## config.mk

```make
export PLATFORM = sky130hd
export DESIGN_NAME = unicode_keystroke_sequencer
export DESIGN_NICKNAME = d
export VERILOG_FILES = /design/src/rtl/core/uks_pkg.sv /design/src/rtl/core/unicode_keystroke_sequencer.sv /design/src/rtl/core/uks_digit_shifter.sv
export VERILOG_INCLUDE_DIRS = /design/src /design/src/rtl/core
export SDC_FILE = /design/constraint.sdc
export NUM_CORES = 1
export LEC_CHECK = 0
export ABC_AREA = 1
export BUFFER_PORTS_ARGS = -buffer_cell sky130_fd_sc_hd__clkbuf_2
export CAP_MARGIN = 20
export CORE_ASPECT_RATIO = 0.5
export CORE_MARGIN = 5
export CORE_UTILIZATION = 40
export CTS_CLUSTER_SIZE = 40
export DETAILED_ROUTE_END_ITERATION = 12
export HOLD_SLACK_MARGIN = 0.08
export SLEW_MARGIN = 30
export SYNTH_ARGS = -nofsm -noshare
export SYNTH_HDL_FRONTEND = slang
export SYNTH_SLANG_ARGS = --single-unit
```

## constraint.sdc

```tcl
create_clock -name clk -period 4.7 [get_ports clk]
set_input_delay 0.235 -clock clk [delete_from_list [all_inputs] [get_ports clk]]
set_output_delay 0.235 -clock clk [all_outputs]
set_load 0.02 [all_outputs]
```

## src/rtl/core/unicode_keystroke_sequencer_macros.svh

```systemverilog
// Assertion macros shared by the keystroke sequencer RTL.
// Define ASSERT_OFF to compile every assertion away.
`ifndef UNICODE_KEYSTROKE_SEQUENCER_MACROS_SVH
`define UNICODE_KEYSTROKE_SEQUENCER_MACROS_SVH

`ifndef ASSERT_OFF

// Antecedent implies consequent in the same cycle.
`define UKS_ASSERT_IMP(label, clk, rst_n, ante, cons) \
	label: assert property (@(posedge clk) disable iff (!rst_n) (ante) |-> (cons)) \
		else $error("keystroke sequencer check failed");

// Antecedent implies consequent in the next cycle.
`define UKS_ASSERT_NXT(label, clk, rst_n, ante, cons) \
	label: assert property (@(posedge clk) disable iff (!rst_n) (ante) |=> (cons)) \
		else $error("keystroke sequencer check failed");

`else

`define UKS_ASSERT_IMP(label, clk, rst_n, ante, cons)
`define UKS_ASSERT_NXT(label, clk, rst_n, ante, cons)

`endif

`endif

```

## src/rtl/core/uks_pkg.sv

```systemverilog
// Package for the Unicode keystroke sequencer: payload structs, codes,
// HID constants and the hex digit to usage lookup. No dependencies.
`timescale 1ns / 1ps

package uks_pkg;

	typedef enum logic [1:0] {
		MODE_LINUX   = 2'd0,
		MODE_MACOS   = 2'd1,
		MODE_WINDOWS = 2'd2,
		MODE_NONE    = 2'd3
	} host_mode_t;

	typedef enum logic [2:0] {
		ST_IDLE,
		ST_PRE_DOWN,
		ST_PRE_UP,
		ST_DIG_DOWN,
		ST_DIG_UP,
		ST_POST_DOWN,
		ST_POST_UP,
		ST_FINAL
	} seq_state_t;

	typedef struct packed {
		logic [20:0] code_point;
		logic        text_end;
	} in_item_t;

	typedef struct packed {
		logic [7:0] modifier_bits;
		logic [7:0] key_code;
		logic       run_last;
		logic       bad_mode;
		logic       text_done;
	} out_item_t;

	// Control from the sequencer to the digit shifter.
	typedef struct packed {
		logic load;
		logic shift;
	} shift_ctrl_t;

	localparam int unsigned MaxDigits = 8;
	localparam int unsigned DigitBits = 4 * MaxDigits;
	localparam int unsigned CountW    = $clog2(MaxDigits + 1);

	localparam logic [7:0] MOD_EMPTY = 8'h00;
	localparam logic [7:0] MOD_CTRL  = 8'h01;
	localparam logic [7:0] MOD_SHIFT = 8'h02;
	localparam logic [7:0] MOD_ALT   = 8'h04;

	localparam logic [7:0] KEY_NONE    = 8'h00;
	localparam logic [7:0] KEY_U       = 8'h18;
	localparam logic [7:0] KEY_SPACE   = 8'h2C;
	localparam logic [7:0] KEY_KP_PLUS = 8'h57;

	localparam logic [20:0] SURR_OFFSET = 21'h10000;
	localparam logic [15:0] SURR_HIGH   = 16'hD800;
	localparam logic [15:0] SURR_LOW    = 16'hDC00;

	function automatic logic [7:0] digit_key(input logic [3:0] d);
		logic [7:0] k;
		case (d)
			4'h0: k = 8'h27;
			4'h1: k = 8'h1E;
			4'h2: k = 8'h1F;
			4'h3: k = 8'h20;
			4'h4: k = 8'h21;
			4'h5: k = 8'h22;
			4'h6: k = 8'h23;
			4'h7: k = 8'h24;
			4'h8: k = 8'h25;
			4'h9: k = 8'h26;
			4'hA: k = 8'h04;
			4'hB: k = 8'h05;
			4'hC: k = 8'h06;
			4'hD: k = 8'h07;
			4'hE: k = 8'h08;
			4'hF: k = 8'h09;
			default: k = 8'h27;
		endcase
		return k;
	endfunction

endpackage

```

## src/rtl/core/unicode_keystroke_sequencer.sv

```systemverilog
// Top level of the Unicode keystroke sequencer: report sequencer, output
// register and mode register. Depends on uks_pkg, uks_digit_shifter, macros.
//
//   channel   direction  handshake           payload
//   in        to block   in_valid/in_stall   uks_pkg::in_item_t
//   out       from block out_valid/out_stall uks_pkg::out_item_t
//   cfg       to block   cfg_we              cfg_data (host mode)
//
// One report leaves the sequencer per cycle while the output register can take it.
// How many reports an item takes depends on the host mode and on the digits to send;
// the serial digit shifter steps through those digits.
// The next item is taken once the final report of the previous one is in the
// output register. Output stalls hold the sequencer in place.
// Reset sets the mode to Linux and empties the sequencer and output register.
`timescale 1ns / 1ps
`include "unicode_keystroke_sequencer_macros.svh"

module unicode_keystroke_sequencer (
	input  logic               clk,
	input  logic               arst_n,
	input  logic               cfg_we,
	input  logic [1:0]         cfg_data,
	input  logic               in_valid,
	output logic               in_stall,
	input  uks_pkg::in_item_t  in_item,
	output logic               out_valid,
	input  logic               out_stall,
	output uks_pkg::out_item_t out_item
);

	uks_pkg::host_mode_t  host_mode_q;
	uks_pkg::seq_state_t  state_q, state_nxt, first_state;
	logic                 end_q;
	logic                 out_valid_q;
	uks_pkg::out_item_t   out_q, report;
	logic                 accept, adv;

	uks_pkg::shift_ctrl_t             sh_ctrl;
	logic [uks_pkg::DigitBits-1:0]    load_digits, hex_aligned, hex_ext;
	logic [uks_pkg::CountW-1:0]       load_count, hex_count;
	logic [7:0]                       dig_key;
	logic                             last_digit;
	logic [5:0]                       nib_nz;
	logic [20:0]                      surr_v;
	logic [15:0]                      surr_hi, surr_lo;
	logic [uks_pkg::CountW-1:0]       shift_nibs;

	always_ff @(posedge clk or negedge arst_n) begin
		if (!arst_n) begin
			host_mode_q <= uks_pkg::MODE_LINUX;
		end else if (cfg_we) begin
			host_mode_q <= uks_pkg::host_mode_t'(cfg_data);
		end
	end

	assign in_stall = (state_q != uks_pkg::ST_IDLE);
	assign accept   = in_valid && !in_stall;
	assign adv      = (state_q != uks_pkg::ST_IDLE) && (!out_valid_q || !out_stall);

	// Digit count without leading zeros, at least one digit.
	always_comb begin
		for (int i = 0; i < 5; i++) begin
			nib_nz[i] = |in_item.code_point[4*i +: 4];
		end
		nib_nz[5] = in_item.code_point[20];
		hex_count = uks_pkg::CountW'(1);
		for (int i = 1; i < 6; i++) begin
			if (nib_nz[i]) begin
				hex_count = uks_pkg::CountW'(i + 1);
			end
		end
	end

	assign shift_nibs  = uks_pkg::CountW'(uks_pkg::MaxDigits) - hex_count;
	assign hex_ext     = {{(uks_pkg::DigitBits-21){1'b0}}, in_item.code_point};
	assign hex_aligned = hex_ext << {shift_nibs, 2'b00};

	// UTF-16 surrogate pair for code points above the basic plane.
	assign surr_v  = in_item.code_point - uks_pkg::SURR_OFFSET;
	assign surr_hi = uks_pkg::SURR_HIGH + {5'd0, surr_v[20:10]};
	assign surr_lo = uks_pkg::SURR_LOW + {6'd0, surr_v[9:0]};

	always_comb begin
		if (host_mode_q == uks_pkg::MODE_MACOS) begin
			if (|in_item.code_point[20:16]) begin
				load_digits = {surr_hi, surr_lo};
				load_count  = uks_pkg::CountW'(8);
			end else begin
				load_digits = {in_item.code_point[15:0], 16'h0000};
				load_count  = uks_pkg::CountW'(4);
			end
		end else begin
			load_digits = hex_aligned;
			load_count  = hex_count;
		end
	end

	always_comb begin
		case (host_mode_q)
			uks_pkg::MODE_LINUX:   first_state = uks_pkg::ST_PRE_DOWN;
			uks_pkg::MODE_MACOS:   first_state = uks_pkg::ST_DIG_DOWN;
			uks_pkg::MODE_WINDOWS: first_state = uks_pkg::ST_PRE_DOWN;
			default:               first_state = uks_pkg::ST_FINAL;
		endcase
	end

	assign sh_ctrl.load  = accept;
	assign sh_ctrl.shift = adv && (state_q == uks_pkg::ST_DIG_UP);

	uks_digit_shifter u_shifter (
		.clk         (clk),
		.arst_n      (arst_n),
		.ctrl        (sh_ctrl),
		.load_digits (load_digits),
		.load_count  (load_count),
		.key         (dig_key),
		.last_digit  (last_digit)
	);

	// Next state.
	always_comb begin
		state_nxt = state_q;
		case (state_q)
			uks_pkg::ST_IDLE: begin
				if (accept) begin
					state_nxt = first_state;
				end
			end
			uks_pkg::ST_PRE_DOWN:  if (adv) state_nxt = uks_pkg::ST_PRE_UP;
			uks_pkg::ST_PRE_UP:    if (adv) state_nxt = uks_pkg::ST_DIG_DOWN;
			uks_pkg::ST_DIG_DOWN:  if (adv) state_nxt = uks_pkg::ST_DIG_UP;
			uks_pkg::ST_DIG_UP: begin
				if (adv) begin
					if (!last_digit) begin
						state_nxt = uks_pkg::ST_DIG_DOWN;
					end else if (host_mode_q == uks_pkg::MODE_LINUX) begin
						state_nxt = uks_pkg::ST_POST_DOWN;
					end else begin
						state_nxt = uks_pkg::ST_FINAL;
					end
				end
			end
			uks_pkg::ST_POST_DOWN: if (adv) state_nxt = uks_pkg::ST_POST_UP;
			uks_pkg::ST_POST_UP:   if (adv) state_nxt = uks_pkg::ST_IDLE;
			uks_pkg::ST_FINAL:     if (adv) state_nxt = uks_pkg::ST_IDLE;
			default:               state_nxt = uks_pkg::ST_IDLE;
		endcase
	end

	// Report for the current state.
	always_comb begin
		report.modifier_bits = uks_pkg::MOD_EMPTY;
		report.key_code      = uks_pkg::KEY_NONE;
		report.run_last      = 1'b0;
		report.bad_mode      = 1'b0;
		case (state_q)
			uks_pkg::ST_PRE_DOWN: begin
				if (host_mode_q == uks_pkg::MODE_LINUX) begin
					report.modifier_bits = uks_pkg::MOD_CTRL | uks_pkg::MOD_SHIFT;
					report.key_code      = uks_pkg::KEY_U;
				end else begin
					report.modifier_bits = uks_pkg::MOD_ALT;
					report.key_code      = uks_pkg::KEY_KP_PLUS;
				end
			end
			uks_pkg::ST_PRE_UP: begin
				if (host_mode_q != uks_pkg::MODE_LINUX) begin
					report.modifier_bits = uks_pkg::MOD_ALT;
				end
			end
			uks_pkg::ST_DIG_DOWN: begin
				if (host_mode_q != uks_pkg::MODE_LINUX) begin
					report.modifier_bits = uks_pkg::MOD_ALT;
				end
				report.key_code = dig_key;
			end
			uks_pkg::ST_DIG_UP: begin
				if (host_mode_q != uks_pkg::MODE_LINUX) begin
					report.modifier_bits = uks_pkg::MOD_ALT;
				end
			end
			uks_pkg::ST_POST_DOWN: report.key_code = uks_pkg::KEY_SPACE;
			uks_pkg::ST_POST_UP:   report.run_last = 1'b1;
			uks_pkg::ST_FINAL: begin
				report.run_last = 1'b1;
				report.bad_mode = (host_mode_q == uks_pkg::MODE_NONE);
			end
			default: ;
		endcase
		report.text_done = report.run_last & end_q;
	end

	always_ff @(posedge clk or negedge arst_n) begin
		if (!arst_n) begin
			state_q     <= uks_pkg::ST_IDLE;
			out_valid_q <= 1'b0;
		end else begin
			state_q <= state_nxt;
			if (adv) begin
				out_valid_q <= 1'b1;
			end else if (!out_stall) begin
				out_valid_q <= 1'b0;
			end
		end
	end

	always_ff @(posedge clk) begin
		if (accept) begin
			end_q <= in_item.text_end;
		end
		if (adv) begin
			out_q <= report;
		end
	end

	assign out_valid = out_valid_q;
	assign out_item  = out_q;

	`UKS_ASSERT_IMP(a_bad_is_single, clk, arst_n, out_valid && out_item.bad_mode, out_item.run_last && out_item.key_code == uks_pkg::KEY_NONE)
	`UKS_ASSERT_IMP(a_last_releases, clk, arst_n, out_valid && out_item.run_last, out_item.key_code == uks_pkg::KEY_NONE)
	`UKS_ASSERT_NXT(a_last_ends_run, clk, arst_n, adv && report.run_last, state_q == uks_pkg::ST_IDLE)
	`UKS_ASSERT_IMP(a_done_on_last, clk, arst_n, out_valid && out_item.text_done, out_item.run_last)

endmodule

```

## src/rtl/core/uks_digit_shifter.sv

```systemverilog
// Nibble shift register that hands out hex digits most significant first,
// with a count of digits left. Depends on uks_pkg and the macro header.
`timescale 1ns / 1ps
`include "unicode_keystroke_sequencer_macros.svh"

module uks_digit_shifter (
	input  logic                         clk,
	input  logic                         arst_n,
	input  uks_pkg::shift_ctrl_t         ctrl,
	input  logic [uks_pkg::DigitBits-1:0] load_digits,
	input  logic [uks_pkg::CountW-1:0]    load_count,
	output logic [7:0]                   key,
	output logic                         last_digit
);

	logic [uks_pkg::DigitBits-1:0] digits_q;
	logic [uks_pkg::CountW-1:0]    cnt_q;

	always_ff @(posedge clk or negedge arst_n) begin
		if (!arst_n) begin
			cnt_q <= '0;
		end else if (ctrl.load) begin
			cnt_q <= load_count;
		end else if (ctrl.shift) begin
			cnt_q <= cnt_q - 1'b1;
		end
	end

	// Digits sit left aligned; each shift brings the next one to the top.
	always_ff @(posedge clk) begin
		if (ctrl.load) begin
			digits_q <= load_digits;
		end else if (ctrl.shift) begin
			digits_q <= {digits_q[uks_pkg::DigitBits-5:0], 4'h0};
		end
	end

	assign key        = uks_pkg::digit_key(digits_q[uks_pkg::DigitBits-1 -: 4]);
	assign last_digit = (cnt_q == uks_pkg::CountW'(1));

	`UKS_ASSERT_IMP(a_shift_has_digit, clk, arst_n, ctrl.shift, cnt_q != '0)
	`UKS_ASSERT_IMP(a_no_shift_on_load, clk, arst_n, ctrl.load, !ctrl.shift)

endmodule

```

-- After elaboration in Yosys (flattened, before gate mapping)
Memory sizes are Yosys's and may differ from the RTL's. A register that Yosys moved wholly into a read port is not among the register bits.
Index checks and enable logic that the tools add are counted.
- register bits after elaboration: 62
- memory bits (read-only): 96
- bits of input ports: 29
- output and inout bits: 21
- word-level logic and storage cells: 91
- memories: 1
- add/subtract/negate cells: 5
- equal/unequal tests: 19
- shift-type cells: 1
- mux-type cells: 32
- bitwise operators: 1
- reductions and logical operators: 21
- memories (memory ; depth ; width ; read ports ; clocked after Yosys merged registers in ; write ports ; line ; text):
    (no name shown) ; 16 ; 6 ; 1 ; 1 ; 0 ; uks_pkg.sv:64 ; case (d)
- operators by type and width (cell ; number):
    32-bit 2-to-1 mux ; 4
    4-bit 2-to-1 mux ; 8
    21-bit by 6-bit << shifter with 32-bit output ; 1
    3-bit 2-to-1 mux ; 9
    8-bit case mux with 3 select lines ; 1
    3-bit case mux with 7 select lines ; 1
    21-bit by 17-bit subtractor with 21-bit output (second input constant) ; 1
    15-bit by 11-bit adder with 16-bit output (first input constant) ; 1
    15-bit by 12-bit adder with 16-bit output (first input constant) ; 1
    8-bit case mux with 2 select lines ; 1
    4-bit OR reduction ; 4
    3-bit == test (second input constant) ; 4
    2-bit inequality test (second input constant) ; 6
    11-bit 2-to-1 mux ; 1
    7-bit AND reduction ; 1
    3-bit by 2-bit == test with 1-bit output (second input constant) ; 2
    2-bit 2-to-1 mux ; 3
    3-bit case mux with 2 select lines ; 1
    5-bit OR reduction ; 1
    2-bit == test (second input constant) ; 2
    4-bit by 1-bit == test with 1-bit output (second input constant) ; 1
    2-bit by 1-bit inequality test with 1-bit output (second input constant) ; 2
    2-bit nonzero test ; 2
    2-bit OR reduction ; 2
    13 further kinds ; 19

-- Logic depth before layout (Yosys ltp)
- depth in word-level cells: 11
- gate-level depth with buffers: 24
- mapped depth without buffers: 22

-- By module
Synthesis repeated with hierarchy kept, for this count alone.
- cell total of the unflattened synthesis: 583
- area, all modules: 4345.4 um2
- modules (own cells, without submodules) (module ; times used ; cells each ; area each (um2) ; sequential area each (um2)):
    unicode_keystroke_sequencer ; 1 ; 365 ; 2275.9 ; 570.5
    uks_digit_shifter ; 1 ; 218 ; 2069.5 ; 1181.1

-- Least setup slack after synthesis
Ideal clock, no wire load.
- kind: flip-flop to flip-flop
- start: register state_q[1]
- end: register u_shifter.key[0] (netlist name)
- library setup time: 0.113 ns
- data arrival time: 2.214 ns
- required time: 4.587 ns
- path slack: 2.372 ns
- cell stages (with the launch flop): 18
- path buffers: 1
- clock period less this slack: 2.328 ns
- cells stage by stage: dfrtp_1 > nor2_1 > inv_2 > nor2_1 > inv_1 > nor2_1 > inv_2 > nand2_1 > buf_4 > inv_2 > nand2_1 > nand2_1 > inv_2 > ha_1 > inv_1 > nand2_4 > nand3_1 > nand2_1
- longest elaborated chain between the ends: 5
- elaborated cells on any way between the ends: 9
- classes of those cells: eq/ne (1); mux (2); reduce/logical (6)
- RTL lines (what ; line ; text):
    start: declaration ; unicode_keystroke_sequencer.sv:32 ; uks_pkg::seq_state_t state_q, state_nxt, first_state;
    start signal: assignment ; unicode_keystroke_sequencer.sv:195 ; state_q <= uks_pkg::ST_IDLE;
    start signal: assignment ; unicode_keystroke_sequencer.sv:198 ; state_q <= state_nxt;
    3-bit nonzero test ; unicode_keystroke_sequencer.sv:56, unicode_keystroke_sequencer.sv:58 ;
    1-bit logical NOT or 1-bit logical AND (tied branches) ; unicode_keystroke_sequencer.sv:57, unicode_keystroke_sequencer.sv:58 ;
    1-bit logical AND (on tied branches) ; unicode_keystroke_sequencer.sv:57, unicode_keystroke_sequencer.sv:108 ;
    32-bit 2-to-1 mux or 2-bit nonzero test (tied branches) ; - ;
    4-bit 2-to-1 mux (no source line) * ; - ;
Every way passes the cells marked *; elsewhere a longest branch is shown, timed or not.
A chain may end at the register's enable or synchronous reset.

-- Worst setup path in the final report
- start: register state_q[1]
- end: register u_shifter.key[0] (netlist name)
- longest elaborated chain between the ends: 5
- elaborated cells on any way between the ends: 9
- classes of those cells: eq/ne (1); mux (2); reduce/logical (6)
- RTL lines (what ; line):
    3-bit nonzero test ; unicode_keystroke_sequencer.sv:56, unicode_keystroke_sequencer.sv:58
    1-bit logical NOT or 1-bit logical AND (tied branches) ; unicode_keystroke_sequencer.sv:57, unicode_keystroke_sequencer.sv:58
    1-bit logical AND (on tied branches) ; unicode_keystroke_sequencer.sv:57, unicode_keystroke_sequencer.sv:108
    32-bit 2-to-1 mux or 2-bit nonzero test (tied branches) ; -
    4-bit 2-to-1 mux (no source line) * ; -
Marked as above.

==> run metrics <==
status complete, no violations; EDFF count, synth 45; Synth area leader edfxtp_1; DRT iter0 DRCs about 250; synthesized instance count around 480; DR vias/cell about 5.1; clock skew 0.00783 ns; Hold Vio Cnt, Final 0; Max Cap Viol 0; # diodes 0; hold path cells 3; Crit Path Class reg2reg; worst-case clock buffer depth 2; CP Data Required Time about 4.9 ns; first-pass GRT wire length about 17000 um; reg2reg start state_q[1]; CTS tree built; Lkg Pwr around 2.1 nW; input/output buffers 43; clk sinks between 60 and 70; Async SR Flop Fraction 0.164; max_slew headroom 0.604; residual DRC count 0; hpwl dp 7410 um; crit path DAT approximately 3.2 ns; period utilization 0.622; top cells by area, synth edfxtp_1 (34%), nand2_1 (12%), dfrtp_1 (6.2%); Worst setup startpoint state_q[1]; most frequently used flop master after synthesis edfxtp_1; total number of vias around 3400; Initial Utilization 0.417; cell area after synthesis around 4000 sq um; post-synthesis sequential area ratio 0.428; clk slew on worst S/H paths about 0.050 ns; Hold WC Path Type in2reg; Clock Power Share 0.248; Max Clock Freq 342 MHz; router iterations before antenna repair 5; vias in the first global route around 3200; Slew @ Worst Pin roughly 0.59 ns; nets@finish 556; worst skew pair latency between 0.3 and 0.4 ns; # IOs 50; R2R depth 17; Switching Share 0.379; Num CTS Buffers 9; root buffer cell clkbuf_16; combinational fraction of design power 0.388; largest net degree at the start of global routing 43; Final Setup Violations 0; Placer Congestion between 0.9 and 1; placed inst area about 4300 sq um; syn avg cell area ~8.4 sq um; Tmin final between 2 and 3 ns; Psw just under 1 mW; share of the synthesized area in the top cell type 0.336; FF+latch count, synth 61; htree depth 3; Core Box Area between 9000 and 10000 sq um; Final TNS setup 0 ns; fillers about 960; pwr dens around 570 nW/um^2; crit path launch type register; fin cells 660; CP Max Fanout 42; share of layout cells above drive strength 1 0.238; count of unique library cells instantiated by Yosys 51; Internal around 1.6 mW; Cell Rows 25; Die Footprint ~12000 sq um; Area growth, synth to finish 13.8%; RSZ-0062 raised after global routing false; initial antenna violation count 0; sequential power share 0.364; post-route ant nets 0; final core utilization 0.475; VDD IR-drop max just under 0.2 mV; final instance area about 4600 sq um; die height between 80 and 90 um; Total Wirelength 10200 um; Worst Min Path Start cfg_data[0]; Synth warnings 0; Die X about 150 um; grt ovf 0; GR Util All Layers 0.178; placed insts about 640; routed length per instance 15.4 um; Pins Over Slew Limit 0; Setup crit end kind register
-- kinds of logic (layout without fill, tap and decap cells) --
logic type	Yosys count	count (layout)	synth area share
compound gates	94	94	0.150
simple gates	228	228	0.285
buf+inv	85	124	0.102
mux	1	1	0.00280
other cells	1	6	0.000933
fa+ha+maj	7	7	0.0218
flops	61	61	0.428
xor+xnor	4	4	0.00872
-- power by group through the flow --
| stage | logic (mW) | registers [mW] | clock network (mW) |
|---|---|---|---|
| 2_1_floorplan | 0.718 | 1.01 | 0 |
| 3_3_place_gp | 1.01 | 0.950 | 0 |
| 6_report | 1.01 | 0.944 | 0.644 |
| 3_5_place_dp | 1.01 | 0.956 | 0 |
| 5_1_grt | 1.15 | 0.966 | 0.691 |
| 4_1_cts | 1.01 | 0.946 | 0.661 |
-- final timing paths --
kind                       slack, ns                 end
hold reg to reg                 0.49  u_shifter.cnt_q[1]
max in group asynchronous       4.18          state_q[0]
setup reg to reg                1.78    u_shifter.key[0]
setup / recovery                1.78    u_shifter.key[0]
hold / removal                  0.12      host_mode_q[0]
min in group asynchronous       0.31  u_shifter.cnt_q[3]
-- flip-flops by register name (all words and copies together), names as in the netlist --
register	cells
u_shifter.digits_q	32
out_item	12
u_shifter.key	6
u_shifter.cnt_q	4
state_q	3
host_mode_q	2
end_q	1
out_valid	1
-- stage by stage --
stage,worst slack [ns],hold WS (ns),power (mW)
after floorplan,2.37,-0.0606,1.72
after CTS,1.81,0.0872,2.62
after detailed placement,1.80,0.120,1.96
after global routing,1.55,0.133,2.80
after global placement,1.85,0.116,1.96
final,1.78,0.122,2.60
-- repair_timing --
| item | 4_1_cts | 5_1_grt |
|---|---|---|
| hold buffers | 1 | 1 |
| hold endpoints to repair | 10 | 1 |
| buffers inserted | 0 | 0 |
| gates resized for setup | 0 | 0 |
-- per-layer routing --
| layer | routed length (um) | track usage |
|---|---|---|
| met1 | 4870 | 0.238 |
| met2 | 4370 | 0.268 |
| met3 | 740 | 0.0580 |
| met4 | 200 | 0.0744 |
| met5 | 0 | 0 |
-- synthesized netlist by cell type, types with 2 or more instances --
cell type and instances:
o21ai_0 29, nand2_2 12, o21a_1 2, nand2_4 11, dfxtp_1 6, buf_2 5
buf_4 10, nor2_4 4, o21ai_1 8, nor2_1 22, a221oi_1 5, edfxtp_1 45
a21oi_1 16, or2_2 4, a2bb2oi_1 6, o21ai_2 3, nor4_1 5, nor2_8 2
o211ai_1 4, o2bb2ai_1 2, inv_2 16, a31oi_1 2, o22ai_1 3, buf_6 4
nand2_1 125, nor3_1 5, ha_1 7, clkbuf_1 3, o221ai_1 5, xor2_1 3
inv_1 43, nand3_1 30, a22oi_1 3, nand3_2 5, dfrtp_1 10
-- layout make-up --
class	instances	area, sq um	area share
multi-input cells	340	1910	0.418
clock buffers	9	225	0.0492
flip-flops and latches	61	1720	0.376
inverters	61	230	0.0503
clock inverters	7	66.3	0.0145
repair buffers	47	250	0.0547
well taps	135	169	0.0369
-- placed cells by master (no fill, tap or decap), types with 2 or more instances in the layout --
| cell | count |
|---|---|
| buf_4 | 2 |
| dfxtp_1 | 6 |
| nor2_4 | 4 |
| ha_1 | 7 |
| o2bb2ai_1 | 2 |
| nand3_1 | 30 |
| o21ai_1 | 8 |
| dfrtp_1 | 10 |
| nand3_2 | 5 |
| a22oi_1 | 3 |
| nand2_1 | 124 |
| nor3_1 | 5 |
| a21oi_1 | 16 |
| o21ai_0 | 29 |
| o21ai_2 | 3 |
| conb_1 | 6 |
| clkbuf_2 | 43 |
| or2_2 | 4 |
| o221ai_1 | 5 |
| o22ai_1 | 3 |
| xor2_1 | 3 |
| clkinv_1 | 2 |
| o21a_1 | 2 |
| nor2_1 | 21 |
| o211ai_1 | 4 |
| clkbuf_16 | 9 |
| a31oi_1 | 2 |
| nor4_1 | 5 |
| nor2_8 | 2 |
| dlygate4sd3_1 | 2 |
| edfxtp_1 | 45 |
| inv_1 | 43 |
| a2bb2oi_1 | 6 |
| nor2_2 | 2 |
| nand2_2 | 13 |
| nand2_4 | 11 |
| inv_2 | 16 |
| clkinv_4 | 2 |
| clkinv_2 | 4 |
| a221oi_1 | 5 |
-- critical path, cell delays in order (launching register included) --
cell	delay, ns
dfrtp_1	0.42
nor2_1	0.18
inv_2	0.07
nor2_4	0.15
nand2_1	0.08
buf_4	0.27
inv_2	0.34
o21ai_0	0.19
a31oi_1	0.18
nand2_1	0.11
nand3_2	0.08
nand2_2	0.07
inv_1	0.10
ha_1	0.24
inv_1	0.11
nand2_4	0.07
nand3_1	0.08
nand2_1	0.05
Power figures use the tool's default switching activity.
